## src/rtl/hafe_pkg.sv

```systemverilog
`timescale 1ns / 1ps

package hafe_pkg;

    localparam int QDEPTH = 4;
    localparam int QPTR_W = $clog2(QDEPTH);
    localparam int QCNT_W = $clog2(QDEPTH + 1);

    localparam logic [7:0] CHAR_COLON = 8'h3A;
    localparam logic [7:0] CHAR_CR    = 8'h0D;
    localparam logic [7:0] CHAR_LF    = 8'h0A;

    localparam logic [3:0] HDR_LAST_POS  = 4'd8;
    localparam logic [3:0] DATA_LAST_POS = 4'd1;
    localparam logic [3:0] HDR_BODY_LEN  = 4'd9;
    localparam logic [3:0] DATA_BODY_LEN = 4'd2;
    localparam logic [3:0] TAIL_LEN      = 4'd4;

    typedef enum logic [1:0] {
        TAIL_CHK_HI = 2'd0,
        TAIL_CHK_LO = 2'd1,
        TAIL_CR     = 2'd2,
        TAIL_LF     = 2'd3
    } tail_pos_t;

    // One queued command: a header or a data byte, with the checksum tail flag.
    typedef struct packed {
        logic       is_header;
        logic       tail;
        logic [7:0] b0;
        logic [7:0] b1;
        logic [7:0] b2;
        logic [7:0] b3;
        logic [7:0] chk;
    } cmd_t;

    typedef struct packed {
        logic empty;
        logic full;
    } qstat_t;

    function automatic logic [7:0] hex_char(input logic [3:0] nib);
        logic [7:0] wide;
        wide = {4'd0, nib};
        return (nib < 4'd10) ? (8'h30 + wide) : (8'h37 + wide);
    endfunction

endpackage

```

## src/rtl/hex_ascii_frame_encoder.sv

```systemverilog
`timescale 1ns / 1ps
// Channel  Handshake                 Payload
// item     item_valid / item_ready   func, data_length, sign_address, msg_type, data_byte
// char     char_valid / char_ready   out_char, run_last, frame_end
//
// The output register sends one character per cycle while char_ready is high: a header
// is 9 characters, 13 for an empty frame, and a data byte 2, or 6 if it ends the frame.
// A data request outside an open frame is accepted and sends nothing.
// A four-entry command queue lets requests enter while characters wait on char_ready.
// Reset closes any frame, clears the checksum and empties the queue and the output.

module hex_ascii_frame_encoder
    import hafe_pkg::*;
(
    input  logic        clk,
    input  logic        rst_n,
    input  logic        item_valid,
    output logic        item_ready,
    input  logic        func,
    input  logic [7:0]  data_length,
    input  logic [15:0] sign_address,
    input  logic [7:0]  msg_type,
    input  logic [7:0]  data_byte,
    output logic        char_valid,
    input  logic        char_ready,
    output logic [7:0]  out_char,
    output logic        run_last,
    output logic        frame_end
);

    qstat_t qstat;
    cmd_t   wr_cmd, head;
    logic   push, pop;

    hafe_front u_front (
        .clk          (clk),
        .rst_n        (rst_n),
        .item_valid   (item_valid),
        .item_ready   (item_ready),
        .func         (func),
        .data_length  (data_length),
        .sign_address (sign_address),
        .msg_type     (msg_type),
        .data_byte    (data_byte),
        .qstat        (qstat),
        .push         (push),
        .cmd          (wr_cmd)
    );

    hafe_queue u_queue (
        .clk    (clk),
        .rst_n  (rst_n),
        .push   (push),
        .wr_cmd (wr_cmd),
        .pop    (pop),
        .rd_cmd (head),
        .qstat  (qstat)
    );

    hafe_back u_back (
        .clk        (clk),
        .rst_n      (rst_n),
        .head       (head),
        .qstat      (qstat),
        .pop        (pop),
        .char_valid (char_valid),
        .char_ready (char_ready),
        .out_char   (out_char),
        .run_last   (run_last),
        .frame_end  (frame_end)
    );

    a_end_is_last_lf: assert property (@(posedge clk) disable iff (!rst_n)
        char_valid && frame_end |-> run_last && (out_char == CHAR_LF))
        else $error("frame end not on the last LF of a request");

    a_queue_flags: assert property (@(posedge clk) disable iff (!rst_n)
        !(qstat.empty && qstat.full))
        else $error("queue both empty and full");

    a_no_pop_empty: assert property (@(posedge clk) disable iff (!rst_n)
        pop |-> !qstat.empty)
        else $error("queue popped while empty");

    a_full_stalls: assert property (@(posedge clk) disable iff (!rst_n)
        qstat.full && !pop |=> !qstat.empty)
        else $error("full queue lost entries");

endmodule

```

## src/rtl/hafe_front.sv

```systemverilog
`timescale 1ns / 1ps

module hafe_front
    import hafe_pkg::*;
(
    input  logic        clk,
    input  logic        rst_n,
    input  logic        item_valid,
    output logic        item_ready,
    input  logic        func,
    input  logic [7:0]  data_length,
    input  logic [15:0] sign_address,
    input  logic [7:0]  msg_type,
    input  logic [7:0]  data_byte,
    input  qstat_t      qstat,
    output logic        push,
    output cmd_t        cmd
);

    logic       frame_open_reg, frame_open_next;
    logic [7:0] remaining_reg, remaining_next;
    logic [7:0] chk_reg, chk_next;
    logic       accept;
    logic [7:0] rem_dec;

    assign item_ready = !qstat.full;
    assign accept     = item_valid && item_ready;
    assign rem_dec    = remaining_reg - 8'd1;

    always_comb
    begin
        frame_open_next = frame_open_reg;
        remaining_next  = remaining_reg;
        chk_next        = chk_reg;
        push            = 1'b0;
        cmd.is_header   = !func;
        cmd.b0          = data_length;
        cmd.b1          = sign_address[15:8];
        cmd.b2          = sign_address[7:0];
        cmd.b3          = msg_type;
        cmd.tail        = 1'b0;
        if (!func)
        begin
            chk_next = 8'd0 - data_length - sign_address[15:8] - sign_address[7:0] - msg_type;
            cmd.tail = (data_length == 8'd0);
            if (accept)
            begin
                push            = 1'b1;
                frame_open_next = (data_length != 8'd0);
                remaining_next  = data_length;
            end
        end
        else
        begin
            cmd.b0   = data_byte;
            chk_next = chk_reg - data_byte;
            cmd.tail = (rem_dec == 8'd0);
            if (accept && frame_open_reg)
            begin
                push            = 1'b1;
                frame_open_next = (rem_dec != 8'd0);
                remaining_next  = rem_dec;
            end
        end
        cmd.chk = chk_next;
        if (!push)
        begin
            chk_next = chk_reg;
        end
    end

    always_ff @(posedge clk or negedge rst_n)
    begin
        if (!rst_n)
        begin
            frame_open_reg <= 1'b0;
            remaining_reg  <= 8'd0;
            chk_reg        <= 8'd0;
        end
        else
        begin
            frame_open_reg <= frame_open_next;
            remaining_reg  <= remaining_next;
            chk_reg        <= chk_next;
        end
    end

endmodule

```

## src/rtl/hafe_queue.sv

```systemverilog
`timescale 1ns / 1ps

module hafe_queue
    import hafe_pkg::*;
(
    input  logic   clk,
    input  logic   rst_n,
    input  logic   push,
    input  cmd_t   wr_cmd,
    input  logic   pop,
    output cmd_t   rd_cmd,
    output qstat_t qstat
);

    cmd_t              slots [QDEPTH];
    logic [QPTR_W-1:0] wr_ptr_reg, rd_ptr_reg;
    logic [QCNT_W-1:0] count_reg, count_next;

    assign qstat.empty = (count_reg == QCNT_W'(0));
    assign qstat.full  = (count_reg == QCNT_W'(QDEPTH));
    assign rd_cmd      = slots[rd_ptr_reg];

    always_comb
    begin
        count_next = count_reg;
        if (push && !pop)
        begin
            count_next = count_reg + QCNT_W'(1);
        end
        else if (pop && !push)
        begin
            count_next = count_reg - QCNT_W'(1);
        end
    end

    always_ff @(posedge clk)
    begin
        if (push)
        begin
            slots[wr_ptr_reg] <= wr_cmd;
        end
    end

    always_ff @(posedge clk or negedge rst_n)
    begin
        if (!rst_n)
        begin
            wr_ptr_reg <= '0;
            rd_ptr_reg <= '0;
            count_reg  <= '0;
        end
        else
        begin
            if (push)
            begin
                wr_ptr_reg <= wr_ptr_reg + QPTR_W'(1);
            end
            if (pop)
            begin
                rd_ptr_reg <= rd_ptr_reg + QPTR_W'(1);
            end
            count_reg <= count_next;
        end
    end

endmodule

```

## src/rtl/hafe_back.sv

```systemverilog
`timescale 1ns / 1ps

module hafe_back
    import hafe_pkg::*;
(
    input  logic       clk,
    input  logic       rst_n,
    input  cmd_t       head,
    input  qstat_t     qstat,
    output logic       pop,
    output logic       char_valid,
    input  logic       char_ready,
    output logic [7:0] out_char,
    output logic       run_last,
    output logic       frame_end
);

    logic       valid_reg, valid_next;
    logic [7:0] char_reg;
    logic       last_reg;
    logic       end_reg;
    logic [3:0] pos_reg;
    logic       load, emit, is_last, is_end;
    logic [3:0] last_pos, body_len, tail_off;
    logic [7:0] ch;

    assign load     = !valid_reg || char_ready;
    assign emit     = load && !qstat.empty;
    assign body_len = head.is_header ? HDR_BODY_LEN : DATA_BODY_LEN;
    assign last_pos = (head.is_header ? HDR_LAST_POS : DATA_LAST_POS)
                      + (head.tail ? TAIL_LEN : 4'd0);
    assign tail_off = pos_reg - body_len;
    assign is_last  = (pos_reg == last_pos);
    assign pop      = emit && is_last;

    always_comb
    begin
        ch     = CHAR_CR;
        is_end = 1'b0;
        if (pos_reg < body_len)
        begin
            if (head.is_header)
            begin
                unique case (pos_reg)
                    4'd0:    ch = CHAR_COLON;
                    4'd1:    ch = hex_char(head.b0[7:4]);
                    4'd2:    ch = hex_char(head.b0[3:0]);
                    4'd3:    ch = hex_char(head.b1[7:4]);
                    4'd4:    ch = hex_char(head.b1[3:0]);
                    4'd5:    ch = hex_char(head.b2[7:4]);
                    4'd6:    ch = hex_char(head.b2[3:0]);
                    4'd7:    ch = hex_char(head.b3[7:4]);
                    default: ch = hex_char(head.b3[3:0]);
                endcase
            end
            else
            begin
                ch = (pos_reg == 4'd0) ? hex_char(head.b0[7:4]) : hex_char(head.b0[3:0]);
            end
        end
        else
        begin
            unique case (tail_pos_t'(tail_off[1:0]))
                TAIL_CHK_HI: ch = hex_char(head.chk[7:4]);
                TAIL_CHK_LO: ch = hex_char(head.chk[3:0]);
                TAIL_CR:     ch = CHAR_CR;
                TAIL_LF:
                begin
                    ch     = CHAR_LF;
                    is_end = 1'b1;
                end
                default:     ch = CHAR_CR;
            endcase
        end
    end

    always_comb
    begin
        valid_next = valid_reg;
        if (emit)
        begin
            valid_next = 1'b1;
        end
        else if (char_ready)
        begin
            valid_next = 1'b0;
        end
    end

    always_ff @(posedge clk)
    begin
        if (emit)
        begin
            char_reg <= ch;
            last_reg <= is_last;
            end_reg  <= is_end;
        end
    end

    always_ff @(posedge clk or negedge rst_n)
    begin
        if (!rst_n)
        begin
            valid_reg <= 1'b0;
            pos_reg   <= 4'd0;
        end
        else
        begin
            valid_reg <= valid_next;
            if (emit)
            begin
                pos_reg <= is_last ? 4'd0 : pos_reg + 4'd1;
            end
        end
    end

    assign char_valid = valid_reg;
    assign out_char   = char_reg;
    assign run_last   = last_reg;
    assign frame_end  = end_reg;

endmodule
```

## config.mk

```make
export PLATFORM = sky130hd
export DESIGN_NAME = hex_ascii_frame_encoder
export DESIGN_NICKNAME = d
export VERILOG_FILES = /design/src/rtl/hafe_pkg.sv /design/src/rtl/hex_ascii_frame_encoder.sv /design/src/rtl/hafe_front.sv /design/src/rtl/hafe_queue.sv /design/src/rtl/hafe_back.sv
export SDC_FILE = /design/constraint.sdc
export NUM_CORES = 1
export LEC_CHECK = 0
export BUFFER_PORTS_ARGS = -buffer_cell sky130_fd_sc_hd__clkbuf_2
export CAP_MARGIN = 20
export CORE_MARGIN = 2
export CORE_UTILIZATION = 60
export DETAILED_ROUTE_END_ITERATION = 8
export GPL_ROUTABILITY_DRIVEN = 0
export HOLD_SLACK_MARGIN = 0.02
export PLACE_DENSITY = 0.81
export SLEW_MARGIN = 20
export SYNTH_ARGS = -nofsm -noshare
export SYNTH_HDL_FRONTEND = slang
export SYNTH_SLANG_ARGS = --single-unit
```

## constraint.sdc

```tcl
create_clock -name clk -period 4.5 [get_ports clk]
set_input_delay 0.675 -clock clk [delete_from_list [all_inputs] [get_ports clk]]
set_output_delay 0.675 -clock clk [all_outputs]
set_load 0.01 [all_outputs]
```

* Yosys cells after proc, flatten, opt, wreduce, memory -nomap -nowiden
Memories as Yosys holds them, arrays and structs flattened.
Index checks and enable logic that the tools add are counted.
** Operators by class
- $add $sub $neg :: 33
- $lt $le $gt $ge :: 11
- Equal/unequal tests :: 13
- Multiplexer cells :: 38
- Reduce and logical (&&, ||, !) cells :: 24
** Operators by type and width (number)
- $mux W8 :: 18
- $add A6 B4 Y7 const A :: 20
- $pmux W8 S8 :: 1
- $lt A4 B4 Y1 const B :: 10
- $pmux W8 S4 :: 1
- $sub A8 B8 Y8 :: 4
- $eq A4 B3 Y1 const B :: 4
- $logic_not A8 Y1 :: 2
- $reduce_bool A8 Y1 :: 2
- $mux W1 :: 12
- $mux W4 :: 3
- $mux W3 :: 3
- $eq A4 B2 Y1 const B :: 2
- $sub A1 B8 Y8 const A :: 1
- $sub A8 B1 Y8 const B :: 1
- $logic_and A1 B1 Y1 :: 6
- $logic_not A1 Y1 :: 6
- $reduce_bool A2 Y1 :: 3
- $add A2 B1 Y2 const B :: 2
- $add A4 B1 Y4 const B :: 1
- $add A4 B4 Y4 :: 1
- $eq A2 B2 Y1 const B :: 2
- $eq A4 B1 Y1 const B :: 1
- $eq A4 B4 Y1 :: 1
- 12 further kinds :: 12
** Word-level totals
- Flip-flop bits (word level) :: 39
- Memory bits (writable) :: 168
- Output and inout bits :: 12
- Memories :: 1
** Memories
- u_queue.slots :: words 4, bits a word 42, read ports 1, clocked after Yosys merged registers in 0, wr ports 1, RTL line hafe_queue.sv:15 : cmd_t slots [QDEPTH];

* Logic depth before layout (Yosys ltp)
Gate-level depths: netlist of the first run.
- Depth after elaboration :: 10
- Mapped depth :: 15

* Hierarchy
A second synthesis of the first run with hierarchy kept.
** Unflattened totals
- Cells, all modules :: 829
- Area, all modules :: 10974.3 um^2
** Modules (own cells, without submodules)
- hafe_queue :: times used 1, cells an instance 254, area each 6512.5 um^2, seq. area each 5220.0 um^2
- hafe_front :: times used 1, cells an instance 283, area each 2309.7 um^2, seq. area each 425.4 um^2
- hafe_back :: times used 1, cells an instance 292, area each 2152.1 um^2, seq. area each 395.4 um^2

* Least setup slack after synthesis of the first run
OpenSTA, ideal clock, no wires.
- Kind :: input port to flip-flop
- From :: in data_length[1]
- To :: mem u_queue.slots[0][7] (netlist bit), data pin
- Setup time :: 281 ps
- Data arrival time :: 3291 ps
- Slack :: 928 ps
- Stages on the path :: 13
- Path buffers :: 0
- Cell sequence :: inv_1 > fa_1 > inv_1 > fa_1 > fa_1 > inv_1 > ha_1 > a21o_1 > a21oi_1 > o21bai_1 > a21oi_1 > xnor2_1 > mux2i_1
** RTL lines
- start: declaration :: RTL line hex_ascii_frame_encoder.sv:20 : input logic [7:0] data_length,
- end: declaration :: RTL line hafe_queue.sv:15

* Final worst setup path of the first run
- From :: reg u_queue.rd_ptr_reg[0]
- To :: reg u_back.char_reg[2] (netlist: u_back.out_char[2]), data pin
** On the way
- Longest elaborated chain between the ends :: 6
- Elaborated cells between the ends (all ways) :: 53
- Classes of those cells :: add/sub (21); order compare (11); eq/ne (3); mux (16); reduce/logical (1); memory (1)
** Ends and longest elaborated chain
- start: declaration :: RTL line hafe_queue.sv:16 : logic [QPTR_W-1:0] wr_ptr_reg, rd_ptr_reg;
- start signal: assignment :: RTL line hafe_queue.sv:60 : rd_ptr_reg <= rd_ptr_reg + QPTR_W'(1);
- $mem_v2 Z4 W42 (*)
- $add A6 B4 Y7 (tied with other cells) :: RTL line hafe_pkg.sv:45 : return (nib < 4'd10) ? (8'h30 + wide) : (8'h37 + wide);
- $mux W8 or $sub A2 B2 Y2 (tied branches) :: RTL line hafe_pkg.sv:45, hafe_back.sv:32
- $pmux W8 S8 (tied with other cells) :: RTL line hafe_back.sv:44 : unique case (pos_reg)
- $mux W8 or $pmux W8 S4 (tied branches) :: RTL line hafe_back.sv:42, hafe_back.sv:63
- $mux W8 (*) :: RTL line hafe_back.sv:40 : if (pos_reg < body_len)
- via u_back.ch[2] :: RTL line hafe_back.sv:25 : logic [7:0] ch;
- end signal: assignment :: RTL line hafe_back.sv:94 : char_reg <= ch;
- end: declaration :: RTL line hafe_back.sv:19 : logic [7:0] char_reg;
The timed path passes the listed nets; every way through them passes the cells marked *.
A chain may end at the register's enable or synchronous reset.

==> results of run 1 <==
[per-stage QoR]
stage	worst slack, ns	cell area (um2)	hold slack, ns	total power (W)	utilization
after floorplan	0.928	10700	0.379	0.00583	-
after global placement	0.668	11200	0.467	0.00665	0.645
after detailed placement	0.520	11200	0.475	0.00678	0.645
after CTS	0.848	12000	0.289	0.00868	0.688
after global routing	0.608	12000	0.327	0.00923	0.688
final	0.807	12000	0.274	0.00871	0.688
[worst register-to-register path: stages (launching register included)]
cell,delay (ns)
dfrtp_2,0.84
buf_4,0.32
mux4_2,0.58
inv_1,0.14
ha_1,0.19
nand2_1,0.09
a21oi_1,0.29
o21ai_0,0.13
or4_1,0.51
a221o_1,0.35
[cell type report]
type                            instances  area, um2  area share
Tap cell                              225        282      0.0235
Clock buffer                           28        624      0.0521
Clock inverter                         12        125      0.0104
Sequential cell                       206       6040       0.504
Inverter                               97        364      0.0304
Multi-Input combinational cell        493       4160       0.347
Timing Repair Buffer                   70        388      0.0324
[routing by layer]
| layer | vias up | routed length (um) |
|---|---|---|
| met5 | - | 0 |
| met4 | 0 | 796 |
| met1 | 3478 | 9650 |
| met3 | 63 | 2050 |
| met2 | 363 | 11900 |
| li1 | 3190 | - |
[where the power goes]
part / internal (W) / leakage (nW) / switching, W / total (W)
registers: 0.00273 / 1.97 / 0.000324 / 0.00305
logic: 0.00155 / 2.32 / 0.00227 / 0.00382
clock network: 0.00110 / 0.364 / 0.000731 / 0.00183
[cell usage in the layout, fill, tap and decap left out, drive strengths merged, types with 4 or more instances in the layout]
cell / netlist / final
and2: 6 / 6
nor3b: 4 / 4
edfxtp: 177 / 177
buf: 17 / 15
nand3: 25 / 25
clkinv: 1 / 7
inv: 96 / 97
xor2: 4 / 4
mux2: 8 / 8
nor3: 20 / 20
a21oi: 48 / 48
nand2: 71 / 71
a211oi: 5 / 5
clkbuf: 10 / 83
a21o: 13 / 13
nor4: 7 / 7
fa: 17 / 17
and3: 4 / 4
nor2: 20 / 20
o21ai: 51 / 51
mux4: 42 / 42
mux2i: 5 / 5
nor2b: 6 / 6
ha: 42 / 42
dfrtp: 29 / 29
a31oi: 4 / 4
or2: 4 / 4
xnor2: 26 / 26
o22ai: 15 / 15
[cell families (layout without fill, tap and decap cells)]
kind of cell	Yosys count	in the layout	share of synthesized area
xor gates and xnor gates	31	31	0.0266
other	1	1	0.000349
muxes	55	55	0.104
adders and majority gates	59	59	0.0806
and+or+nand+nor	180	180	0.0813
buffers and inverters	124	207	0.0507
DFF	206	206	0.562
AOI/OAI and AO/OA	167	167	0.0946
[worst min-delay path by stage]
stage | depth (start not counted) | start | end
after floorplan | 0 | rst_n | u_back.char_valid$_DFFE_PN0P_
after global placement | 2 | u_front.chk_reg[2]$_DFFE_PN0P_ | u_front.chk_reg[2]$_DFFE_PN0P_
after detailed placement | 2 | u_front.chk_reg[2]$_DFFE_PN0P_ | u_front.chk_reg[2]$_DFFE_PN0P_
after CTS | 1 | rst_n | u_back.pos_reg[3]$_DFFE_PN0P_
after global routing | 1 | rst_n | u_back.pos_reg[3]$_DFFE_PN0P_
final | 1 | rst_n | u_back.pos_reg[1]$_DFFE_PN0P_
==> flow_summary.json, run 1 <==
{
  "status": "complete, no violations",
  "ir_drop_mv": 0.438,
  "row_count": 48,
  "maxCapViolCount": 0,
  "ys_warn_count": 0,
  "antenna_left": 0,
  "path_max_fanout": 22,
  "final_cells": 1131,
  "place_hpwl_mm": 16.5,
  "cp-start-kind": "flip-flop",
  "reg2reg_slack_ns": 0.81,
  "crit_chain": "buf_4 -> mux4_2 -> inv_1 -> ha_1 -> nand2_1 -> a21oi_1 -> o21ai_0 -> or4_1 -> a221o_1",
  "syn_to_final_growth_pct": 11.6,
  "syn_nets": 927,
  "htree_levels": 1,
  "synth-seq-cells": 206,
  "die_w_um": 138,
  "power.density_nw_per_um2": 727,
  "largest_reg_flops": 168,
  "antenna_found_initial": 0,
  "synth_commonest_cells": "edfxtp_1 (177), inv_1 (95), nand2_1 (70)",
  "worstSetupEndpointType": "flip-flop",
  "cts_made_buffers": 22,
  "synth_top_area_cell": "edfxtp_1",
  "cts_buffer_depth": 3,
  "clk_latency_ns": 0.50,
  "finalClockSkew_ns": 0.0116,
  "endpoint": "u_back.out_char[2]$_DFFE_PP_",
  "drtIter0Drc": 637,
  "initial_utilization": 0.617,
  "async_flop_share": 0.141,
  "wl_per_cell_um": 21.6,
  "synth_most_common_cell": "edfxtp_1",
  "viasPerCell": 6.27,
  "die_area_um2": 19000,
  "timing.slew.headroom": 0.422,
  "worstMarginPinSlew_ns": 0.865,
  "grt_use_met1": 0.363,
  "critical_path_arrival_ns": 3.94,
  "grt_pass1_wl_mm": 37.9,
  "clkTransAtPathRegs_ns": 0.06,
  "slowest_stage": "dfrtp_2",
  "finalHoldViolCount": 0,
  "met3_usage": 0.0515,
  "syn_inst": 823,
  "synthFlopType": "edfxtp_1",
  "min_path_type": "primary input to asynchronous set/reset pin",
  "antenna_cells": 0,
  "grt_max_degree": 43,
  "post-route-period-util": 0.821,
  "use_met2": 0.443,
  "routed_wl_mm": 24.4,
  "tns_ns": 0,
  "synth_top_area_share": 0.495,
  "reg2reg_to": "u_back.out_char[2]$_DFFE_PP_",
  "grt_pass1_vias": 7045,
  "num_io_pins": 57,
  "path_buf_inv": 2,
  "cts_setup_buffers": 0,
  "ctsResizeCount": 0,
  "rr_worst_depth": 9,
  "dr.pass1.iters": 5,
  "ctsHoldBuffers": 0,
  "cp_top_family": "flip-flops",
  "yosysSeqAreaShare": 0.562,
  "numPortBuffers": 55,
  "clock-root-buffer": "clkbuf_16",
  "synth_area_um2": 10700,
  "yosys.cell_types.count": 64,
  "die_h_um": 138,
  "drive_gt1_frac": 0.188,
  "finalMaxSlewViolations": 0,
  "p_leak_nw": 4.65,
  "max_freq_mhz": 271,
  "grt_busiest_layer": "met2",
  "period_minus_slack_ns": 3.69,
  "track_usage": 0.269,
  "cts_tree": "done",
  "rsz0062_at_grt": "false",
  "setup_viol": 0,
  "crit_cells": 9,
  "startpoint": "u_queue.rd_ptr_reg[0]$_DFFE_PN0P_",
  "vias": 7094,
  "fillers": 1191,
  "syn_area_per_cell_um2": 13.1,
  "max_stage_delay_ns": 0.84,
  "cts_num_sinks": 206,
  "synth_edf_count": 177,
  "reg2reg_from": "u_queue.rd_ptr_reg[0]$_DFFE_PN0P_",
  "grt_overflow": 0,
  "layout.nets": 994,
  "required_ns": 4.75,
  "synth_area_leaders": "edfxtp_1 (49%), mux4_2 (7.3%), dfrtp_1 (6.8%)",
  "drc": 0,
  "place_inst": 1091,
  "core_area_um2": 17400,
  "crit_type": "flip-flop to flip-flop"
}
Power figures use the tool's default switching activity.
==> run 2, diff against run 1 <==
--- a/config.mk
+++ b/config.mk
@@ -8,11 +8,11 @@
 export BUFFER_PORTS_ARGS = -buffer_cell sky130_fd_sc_hd__clkbuf_2
 export CAP_MARGIN = 20
 export CORE_MARGIN = 2
-export CORE_UTILIZATION = 60
+export CORE_UTILIZATION = 56
 export DETAILED_ROUTE_END_ITERATION = 8
 export GPL_ROUTABILITY_DRIVEN = 0
 export HOLD_SLACK_MARGIN = 0.02
-export PLACE_DENSITY = 0.81
+export PLACE_DENSITY = 0.8
 export SLEW_MARGIN = 20
 export SYNTH_ARGS = -nofsm -noshare
 export SYNTH_HDL_FRONTEND = slang
==> constraint.sdc (replaced) <==
create_clock -name clk -period 3.05 [get_ports clk]
set_input_delay 0.4575 -clock clk [delete_from_list [all_inputs] [get_ports clk]]
set_output_delay 0.4575 -clock clk [all_outputs]
set_load 0.01 [all_outputs]
==> flow_summary.json, run 2 (synthesized netlist as in run 1, its figures left out) <==
{
  "grt_max_degree": 43,
  "cts_buffer_depth": 3,
  "clkTransAtPathRegs_ns": 0.06,
  "largest_reg_flops": 168,
  "pwr-share-comb": 0.508,
  "final_cells": 1236,
  "finalMaxSlewViolations": 0,
  "internal-power_w": 0.00896,
  "final_common_cell": "edfxtp_1",
  "max_freq_mhz": 329,
  "initial_utilization": 0.572,
  "cts_made_buffers": 22,
  "crit_type": "flip-flop to flip-flop",
  "die_w_um": 142,
  "swShare": 0.375,
  "path_max_fanout": 6,
  "syn_to_final_growth_pct": 21.8,
  "multi_input_area_um2": 4350,
  "post-route-period-util": 0.997,
  "pwr-share-clk": 0.186,
  "timing.slew.headroom": 0.433,
  "tns_ns": 0,
  "layout.nets": 1090,
  "ir_drop_mv": 0.661,
  "grt_pass1_wl_mm": 39.8,
  "drive_gt1_frac": 0.324,
  "core_area_um2": 18800,
  "clk_latency_ns": 0.51,
  "finalClockSkew_ns": 0.00707,
  "grt_pass1_vias": 7279,
  "rsz0062_at_grt": "true",
  "wl_per_cell_um": 21.7,
  "drc": 0,
  "maxCapViolCount": 0,
  "final_util": 0.697,
  "antenna_left": 0,
  "vias": 7525,
  "finalInstanceArea_um2": 13100,
  "antenna_found_initial": 0,
  "clock-root-buffer": "clkbuf_16",
  "worstSetupEndpointType": "flip-flop",
  "seqCellArea_um2": 6050,
  "antenna_cells": 0,
  "htree_levels": 1,
  "cts_tree": "done",
  "cts_num_sinks": 206,
  "critical_path_arrival_ns": 3.28,
  "post_dp_cell_area_um2": 11900,
  "ctsHoldBuffers": 0,
  "grt_overflow": 0,
  "place_inst": 1172,
  "finalHoldViolCount": 0,
  "power.density_nw_per_um2": 1100,
  "row_count": 50,
  "min_path_type": "primary input to asynchronous set/reset pin",
  "track_usage": 0.261,
  "routed_wl_mm": 26.8,
  "drtIter0Drc": 878,
  "die_area_um2": 20300,
  "die_h_um": 142,
  "dr.pass1.iters": 6,
  "place_hpwl_mm": 17.8,
  "layout_common_cells": "edfxtp_1 (177), buf_4 (97), inv_1 (72), nand2_1 (63), clkbuf_2 (52)",
  "viasPerCell": 6.09,
  "required_ns": 3.29,
  "num_io_pins": 57,
  "period_minus_slack_ns": 3.04,
  "cp-start-kind": "flip-flop",
  "p_leak_nw": 5.13,
  "numPortBuffers": 55,
  "power.net_switching_w": 0.00537,
  "status": "complete, no violations",
  "p_seq_frac": 0.306,
  "worstMarginPinSlew_ns": 0.850,
  "fillers": 1204,
  "setup_viol": 0
}
run 2: changes by cell type in the layout (fill, tap and decap cells not counted), sizes merged:
cell,previous run,this run
buf,15,113
clkinvlp,3,1
clkbuf,83,84
inv,97,96
run 2: path summary, 6_finish.rpt:
check                           depth (start not counted)  slack (ns)                         startpoint                                 to
worst max-delay path                                   10        0.01  u_queue.rd_ptr_reg[0]$_DFFE_PN0P_       u_back.out_char[2]$_DFFE_PP_
worst min-delay path                                    1        0.04                              rst_n      u_back.pos_reg[3]$_DFFE_PN0P_
worst max register to register                         10        0.01  u_queue.rd_ptr_reg[0]$_DFFE_PN0P_       u_back.out_char[2]$_DFFE_PP_
worst min register to register                          1        0.49   u_queue.count_reg[2]$_DFFE_PN0P_   u_queue.count_reg[2]$_DFFE_PN0P_
max in group asynchronous                               1        2.39                              rst_n  u_queue.rd_ptr_reg[0]$_DFFE_PN0P_
min in group clk                                        1        0.19                        msg_type[6]     u_queue.slots[3][14]$_DFFE_PP_
run 2: stage by stage:
| step | hold slack [ns] | setup slack, ns | total power (W) |
|---|---|---|---|
| 3_3_place_gp | 0.467 | -0.429 | 0.0106 |
| 5_1_grt | 0.109 | -0.0374 | 0.0151 |
| 6_report | 0.0428 | 0.0106 | 0.0143 |
| 4_1_cts | 0.0701 | -0.0150 | 0.0136 |
| 2_1_floorplan | 0.162 | -0.138 | 0.00870 |
| 3_5_place_dp | 0.476 | -0.507 | 0.0108 |
run 2: repair_timing:
item,in CTS,in global routing
resized for setup,3,72
pin swaps,0,22
buffers inserted,3,20
gates cloned,0,1
endpoints found under the setup margin,3,29
run 2: layer usage:
metal	track usage	vias up	share of wire
met1	0.352	3653	0.39
li1	-	3384	-
met5	0	-	0
met2	0.427	407	0.47
met3	0.0505	81	0.088
met4	0.0933	0	0.047
run 2: cell type report:
type / instances / share of cell area
clock inverter: 9 / 0.00832
timing repair buffer: 166 / 0.0968
tap: 234 / 0.0224
inverter: 97 / 0.0297
clock buffer: 31 / 0.0477
multi-input combinational: 493 / 0.333
sequential: 206 / 0.462
run 2: critical path, cell delays in order, from the launching register on:
cell and delay [ns]:
dfrtp_4 0.44, buf_12 0.15, buf_6 0.12, mux4_2 0.54
inv_2 0.10, ha_1 0.17, nand2_1 0.08, a21oi_2 0.15
o22ai_1 0.09, or4_4 0.53, a221o_1 0.38
run 2: power by group through the flow:
stage                     registers, W  clock network (W)  logic (W)
final                          0.00439            0.00266    0.00728
after global routing           0.00445            0.00280    0.00788
after CTS                      0.00437            0.00269    0.00652
after detailed placement       0.00444                  0    0.00633
after global placement         0.00440                  0    0.00618
after floorplan                0.00434                  0    0.00436
